[src/design/gpda_pkg.sv]
// ----------------------------------------------------------------------------
// gpda_pkg
// Shared widths, register codes and control structs of the grid acceptance
// block.
// ----------------------------------------------------------------------------
package gpda_pkg;

	localparam int SIDE_W  = 7;
	localparam int CS_W    = 16;
	localparam int IDX_W   = 12;
	localparam int OFF_W   = 16;
	localparam int POS_W   = 22;
	localparam int CNT_W   = 13;
	localparam int LIM_W   = 2 * CS_W;
	localparam int SQ_W    = 2 * POS_W + 1;
	localparam int CELL_W  = 2 * SIDE_W;
	localparam int PROD_W  = SIDE_W + CS_W;
	localparam int CFG_IDX_W  = 2;
	localparam int CFG_DATA_W = 16;
	localparam int IN_W    = 48;
	localparam int OUT_W   = 72;

	localparam logic [POS_W-1:0] POS_MAX = '1;
	localparam logic [CNT_W-1:0] CNT_MAX = '1;

	localparam logic [CFG_IDX_W-1:0] CFG_GRID_SIDE = 2'd0;
	localparam logic [CFG_IDX_W-1:0] CFG_CELL_SIZE = 2'd1;

	localparam logic [1:0] PROBE_LAST = 2'd2;
	localparam logic [1:0] PROBE_MID  = 2'd1;

	typedef struct packed {
		logic              start;
		logic [IDX_W-1:0]  idx;
		logic [SIDE_W-1:0] row;
		logic [SIDE_W-1:0] col;
		logic [SIDE_W-1:0] side;
		logic [POS_W-1:0]  px;
		logic [POS_W-1:0]  py;
		logic [LIM_W-1:0]  lim;
	} probe_cmd_t;

	typedef struct packed {
		logic ready;
		logic done;
		logic near;
		logic own_occ;
	} probe_sts_t;

	typedef struct packed {
		logic             en;
		logic [IDX_W-1:0] idx;
		logic [POS_W-1:0] px;
		logic [POS_W-1:0] py;
	} grid_wr_t;

endpackage

[src/design/gpda_div.sv]
// ----------------------------------------------------------------------------
// gpda_div
// Restoring divider, one quotient bit per cycle, splits a cell index into
// row and column.
// ----------------------------------------------------------------------------
module gpda_div (
	input  logic                       clk,
	input  logic                       arst_n,
	input  logic                       start,
	input  logic [gpda_pkg::IDX_W-1:0]  dividend,
	input  logic [gpda_pkg::SIDE_W-1:0] divisor,
	output logic                       done,
	output logic [gpda_pkg::IDX_W-1:0]  quotient,
	output logic [gpda_pkg::SIDE_W-1:0] remainder
);

	localparam int IW = gpda_pkg::IDX_W;
	localparam int SW = gpda_pkg::SIDE_W;
	localparam int CW = $clog2(IW);

	logic          busy_q;
	logic          done_q;
	logic [CW-1:0] cnt_q;
	logic [IW-1:0] quo_q;
	logic [SW-1:0] rem_q;
	logic [SW-1:0] div_q;

	logic [SW:0]   trial;
	logic          fits;

	assign trial = {rem_q, quo_q[IW-1]};
	assign fits  = trial >= {1'b0, div_q};

	always_ff @(posedge clk or negedge arst_n) begin
		if (!arst_n) begin
			busy_q <= 1'b0;
			done_q <= 1'b0;
			cnt_q  <= '0;
		end else begin
			done_q <= 1'b0;
			if (start) begin
				busy_q <= 1'b1;
				cnt_q  <= '0;
			end else if (busy_q) begin
				cnt_q <= cnt_q + 1'b1;
				if (cnt_q == CW'(IW - 1)) begin
					busy_q <= 1'b0;
					done_q <= 1'b1;
				end
			end
		end
	end

	always_ff @(posedge clk) begin
		if (start) begin
			quo_q <= dividend;
			rem_q <= '0;
			div_q <= divisor;
		end else if (busy_q) begin
			quo_q <= {quo_q[IW-2:0], fits};
			rem_q <= fits ? SW'(trial - {1'b0, div_q}) : SW'(trial);
		end
	end

	assign done      = done_q;
	assign quotient  = quo_q;
	assign remainder = rem_q;

endmodule

[config.mk]
export PLATFORM = sky130hd
export DESIGN_NAME = gpda_div
export DESIGN_NICKNAME = d
export VERILOG_FILES = /design/src/design/gpda_pkg.sv /design/src/design/gpda_div.sv
export SDC_FILE = /design/constraint.sdc
export NUM_CORES = 1
export LEC_CHECK = 0
export ABC_AREA = 1
export BUFFER_PORTS_ARGS = -buffer_cell sky130_fd_sc_hd__buf_4
export CORE_MARGIN = 2
export CORE_UTILIZATION = 40
export CTS_BUF_LIST = sky130_fd_sc_hd__clkbuf_16
export CTS_CLUSTER_DIAMETER = 40
export DETAILED_ROUTE_END_ITERATION = 6
export PLACE_DENSITY = 0.72
export RECOVER_POWER = 50
export SLEW_MARGIN = 0
export SYNTH_ARGS = -nofsm -noshare
export SYNTH_HDL_FRONTEND = slang
export SYNTH_SLANG_ARGS = --single-unit
[constraint.sdc]
create_clock -name clk -period 2.05 [get_ports clk]
set_input_delay 0.3075 -clock clk [delete_from_list [all_inputs] [get_ports clk]]
set_output_delay 0.3075 -clock clk [all_outputs]
set_load 0.005 [all_outputs]
==> impl_metrics.json <==
{
  "outcome": "completed",
  "number_of_flops_mapped_to_enable_cells_by_yosys": 19,
  "routed_wl_um": 3560,
  "worst_setup_slack_post_dpl_ns": 0.113,
  "floorplan.rows": 23,
  "seq_power_share_pct": 34.3,
  "postSynthAreaPerCell_sq_um": 8.45,
  "clockRootBuffer": "clkbuf_16",
  "critical_path_start_end_classification": "reg -> reg",
  "min_period_over_period_pct": 91.6,
  "fin_skew_ns": 0.00289,
  "drc_errors_left": 0,
  "cts_buffers": 5,
  "critical_path.endpoint_type": "flip-flop",
  "totalNegativeSetupSlack_ns": 0,
  "clockBufferDepth": 2,
  "gpl.final_weighted_congestion": 0.881,
  "max_cap_violations": 0,
  "placeable_core_region_sq_um": 4060,
  "final.fill_count": 376,
  "drt_iter0_markers": 60,
  "horizontal_die_dimension_um": 69.2,
  "slew_violations": 0,
  "first_global_vias": 1352,
  "final.min_clock_period_ns": 1.88,
  "power-per-cell-area_nw_per_um2": 1120,
  "ys_async_sr_fraction_pct": 18.8,
  "detail_route.wl_per_cell_um": 11.9,
  "critPathMaxFanout": 8,
  "post-dp-hpwl_um": 2570,
  "synth_cell_type_count": 27,
  "placement.io_buffers": 41,
  "power.leakage_nw": 1.15,
  "timing.reg2reg.setup_slack_ns": 0.17,
  "setup-violations-final": 0,
  "p_int_mw": 1.73,
  "dr_total_vias": 1452,
  "antenna_cells_inserted": 0,
  "clock_tree_from_tritoncts": "yes",
  "worst_setup_path_start_kind": "flip-flop",
  "endpoint": "quotient[0]$_DFFE_PP_",
  "drtPass1Iterations": 4,
  "worst-endpoint-arrival_ns": 2.00,
  "crit_path_from": "quotient[11]$_DFFE_PP_",
  "predominant_post_synthesis_flop_cell": "edfxtp_1",
  "vias_per_cell": 4.86,
  "rr_startpoint": "quotient[11]$_DFFE_PP_",
  "clkLatencyLatePin_ns": 0.27,
  "dpl_cells": 290,
  "htree_num_levels": 2,
  "cts_num_sinks": 32,
  "ys_ff_latch": 32,
  "syn_nets": 232,
  "worstRegToRegCells": 10,
  "unrepaired_setup_endpoints_after_global_routing": "false",
  "rr_endpoint": "quotient[0]$_DFFE_PP_",
  "max_clock_freq_mhz": 533,
  "global_route.usage.total_pct": 16.2,
  "floorplan.initialDensity_pct": 41.9,
  "final_util_pct": 55.1,
  "syn-instance-count": 201,
  "final.setup.worst_slack_ns": 0.173,
  "final_cell_count_no_fill": 299,
  "postRouteAntennaNets": 0,
  "grt_start_max_net_pins": 24,
  "type_of_the_worst_min_delay_path": "in -> reg",
  "timing_worst_slew_pin_value_ns": 0.557,
  "power.switching_uw": 790,
  "synth.yosys.seq_area_share_pct": 50.7,
  "cts.clk_slew.worst_paths_ns": 0.05,
  "max-slew-margin-rel_pct": 62.8,
  "timing.final.hold_violations": 0,
  "pin_count": 42,
  "pwr-share-clk_pct": 32.5,
  "netlist_area_sq_um": 1700,
  "yosys_warnings": 0,
  "design_power_total_mw": 2.52,
  "die_footprint_sq_um": 4790,
  "comb_power_share_pct": 33.2,
  "die_h_um": 69.2,
  "layout-area-overhead-vs-synth_pct": 31.7,
  "global_route_wire_length_before_repair_um": 6130,
  "layout-drive-gt1-share_pct": 22.9,
  "grt-ovfl-total": 0,
  "fin_nets": 279,
  "vdd_ir_drop_max_mv": 0.698,
  "required_ns": 2.17,
  "power.share.switching_pct": 31.4,
  "grt_antenna_before_repair": 0
}
power groups by stage:
stage               Clock [mW]  Sequential (mW)  Combinational, mW
floorplan                    0            0.865              0.553
global placement             0            0.876              0.814
detailed placement           0            0.872              0.822
CTS                      0.837            0.863              0.830
global route             0.870            0.876              0.941
finish                   0.818            0.863              0.835
synthesized netlist by cell type (2+ instances only):
library cell  instances  area, sq um
edfxtp_1             19          571
xor2_1                3         26.3
dfxtp_1               7          140
nand3b_1              5         37.5
clkbuf_1              2         7.51
nand4_1               2         12.5
dfrtp_1               6          150
inv_2                 5         18.8
ha_1                  8          100
nand2_1              81          304
inv_1                21         78.8
nor2_1               10         37.5
nand3_1              15         75.1
a21oi_1               3         15.0
nor3_1                2         10.0
stage by stage:
stage | cell area (sq um) | hold WS [ns]
after global placement | 2060 | 0.117
after floorplan | 1700 | 0.0119
final | 2240 | 0.230
after global routing | 2240 | 0.223
after CTS | 2240 | 0.203
after detailed placement | 2060 | 0.119
cells by family (layout without fill, tap and decap cells):
| logic type | after synthesis | in the layout | share of synthesized area (%) |
|---|---|---|---|
| buffers and inverters | 29 | 77 | 6.48 |
| DFF | 32 | 32 | 50.7 |
| adders and majority gates | 9 | 9 | 7.07 |
| xor gates and xnor gates | 3 | 3 | 1.55 |
| and+or+nand+nor | 119 | 119 | 30.5 |
| AOI/OAI and AO/OA | 9 | 9 | 3.76 |
state kept, by name, indices dropped and copies added (netlist names):
name / count
div_q: 7
done: 1
busy_q: 1
remainder: 7
cnt_q: 4
quotient: 12
area by class of cell:
cell class,count,area (sq um),share of cell area (%)
Multi-Input combinational cell,140,731,32.7
Clock inverter,3,38.8,1.73
Inverter,26,97.6,4.36
Sequential cell,32,861,38.5
Clock buffer,5,125,5.59
Timing Repair Buffer,43,322,14.4
Tap cell,50,62.6,2.80
repair_timing:
action,4_1_cts,5_1_grt
buffers inserted,0,0
hold buffers,1,0
hold endpoints to repair,6,0
gates resized for setup,0,1
endpoints found under the setup margin,0,8
worst max-delay path: stages, from the launching register on:
cell and delay (ns):
edfxtp_1 0.34, inv_1 0.06, ha_1 0.24, fa_1 0.42
inv_1 0.09, nand2_1 0.05, nand2_1 0.08, nand2_1 0.08
nand2_1 0.07, nand2_2 0.12, a31oi_1 0.17
layout by cell type (no fill, tap or decap), drive strengths merged, types with 3 or more instances in the layout:
cell type and count:
inv 27, nand2 81, nand3 16, nand3b 5, dfxtp 7, buf 32
xor2 3, nor2 12, edfxtp 19, a21oi 4, o21ai 3, ha 8
clkbuf 15, dfrtp 6
worst min path at each step:
stage	from	end	slack, ns	depth (start not counted)
CTS	divisor[5]	div_q[5]$_DFFE_PP_	0.20	1
detailed placement	arst_n	cnt_q[3]$_DFFE_PN0P_	0.12	1
finish	divisor[5]	div_q[5]$_DFFE_PP_	0.23	1
global route	divisor[2]	div_q[2]$_DFFE_PP_	0.22	1
global placement	arst_n	cnt_q[3]$_DFFE_PN0P_	0.12	1
floorplan	arst_n	busy_q$_DFF_PN0_	0.01	0
routing by layer:
| layer | vias to the layer above | global-route usage [%] | part of all wire [%] |
|---|---|---|---|
| li1 | 737 | - | - |
| met1 | 657 | 20.6 | 45 |
| met2 | 51 | 25.7 | 46 |
| met3 | 7 | 4.94 | 7.6 |
| met4 | 0 | 6.54 | 1.8 |
| met5 | - | 0 | 0 |
(Power assumes the default switching activity.)
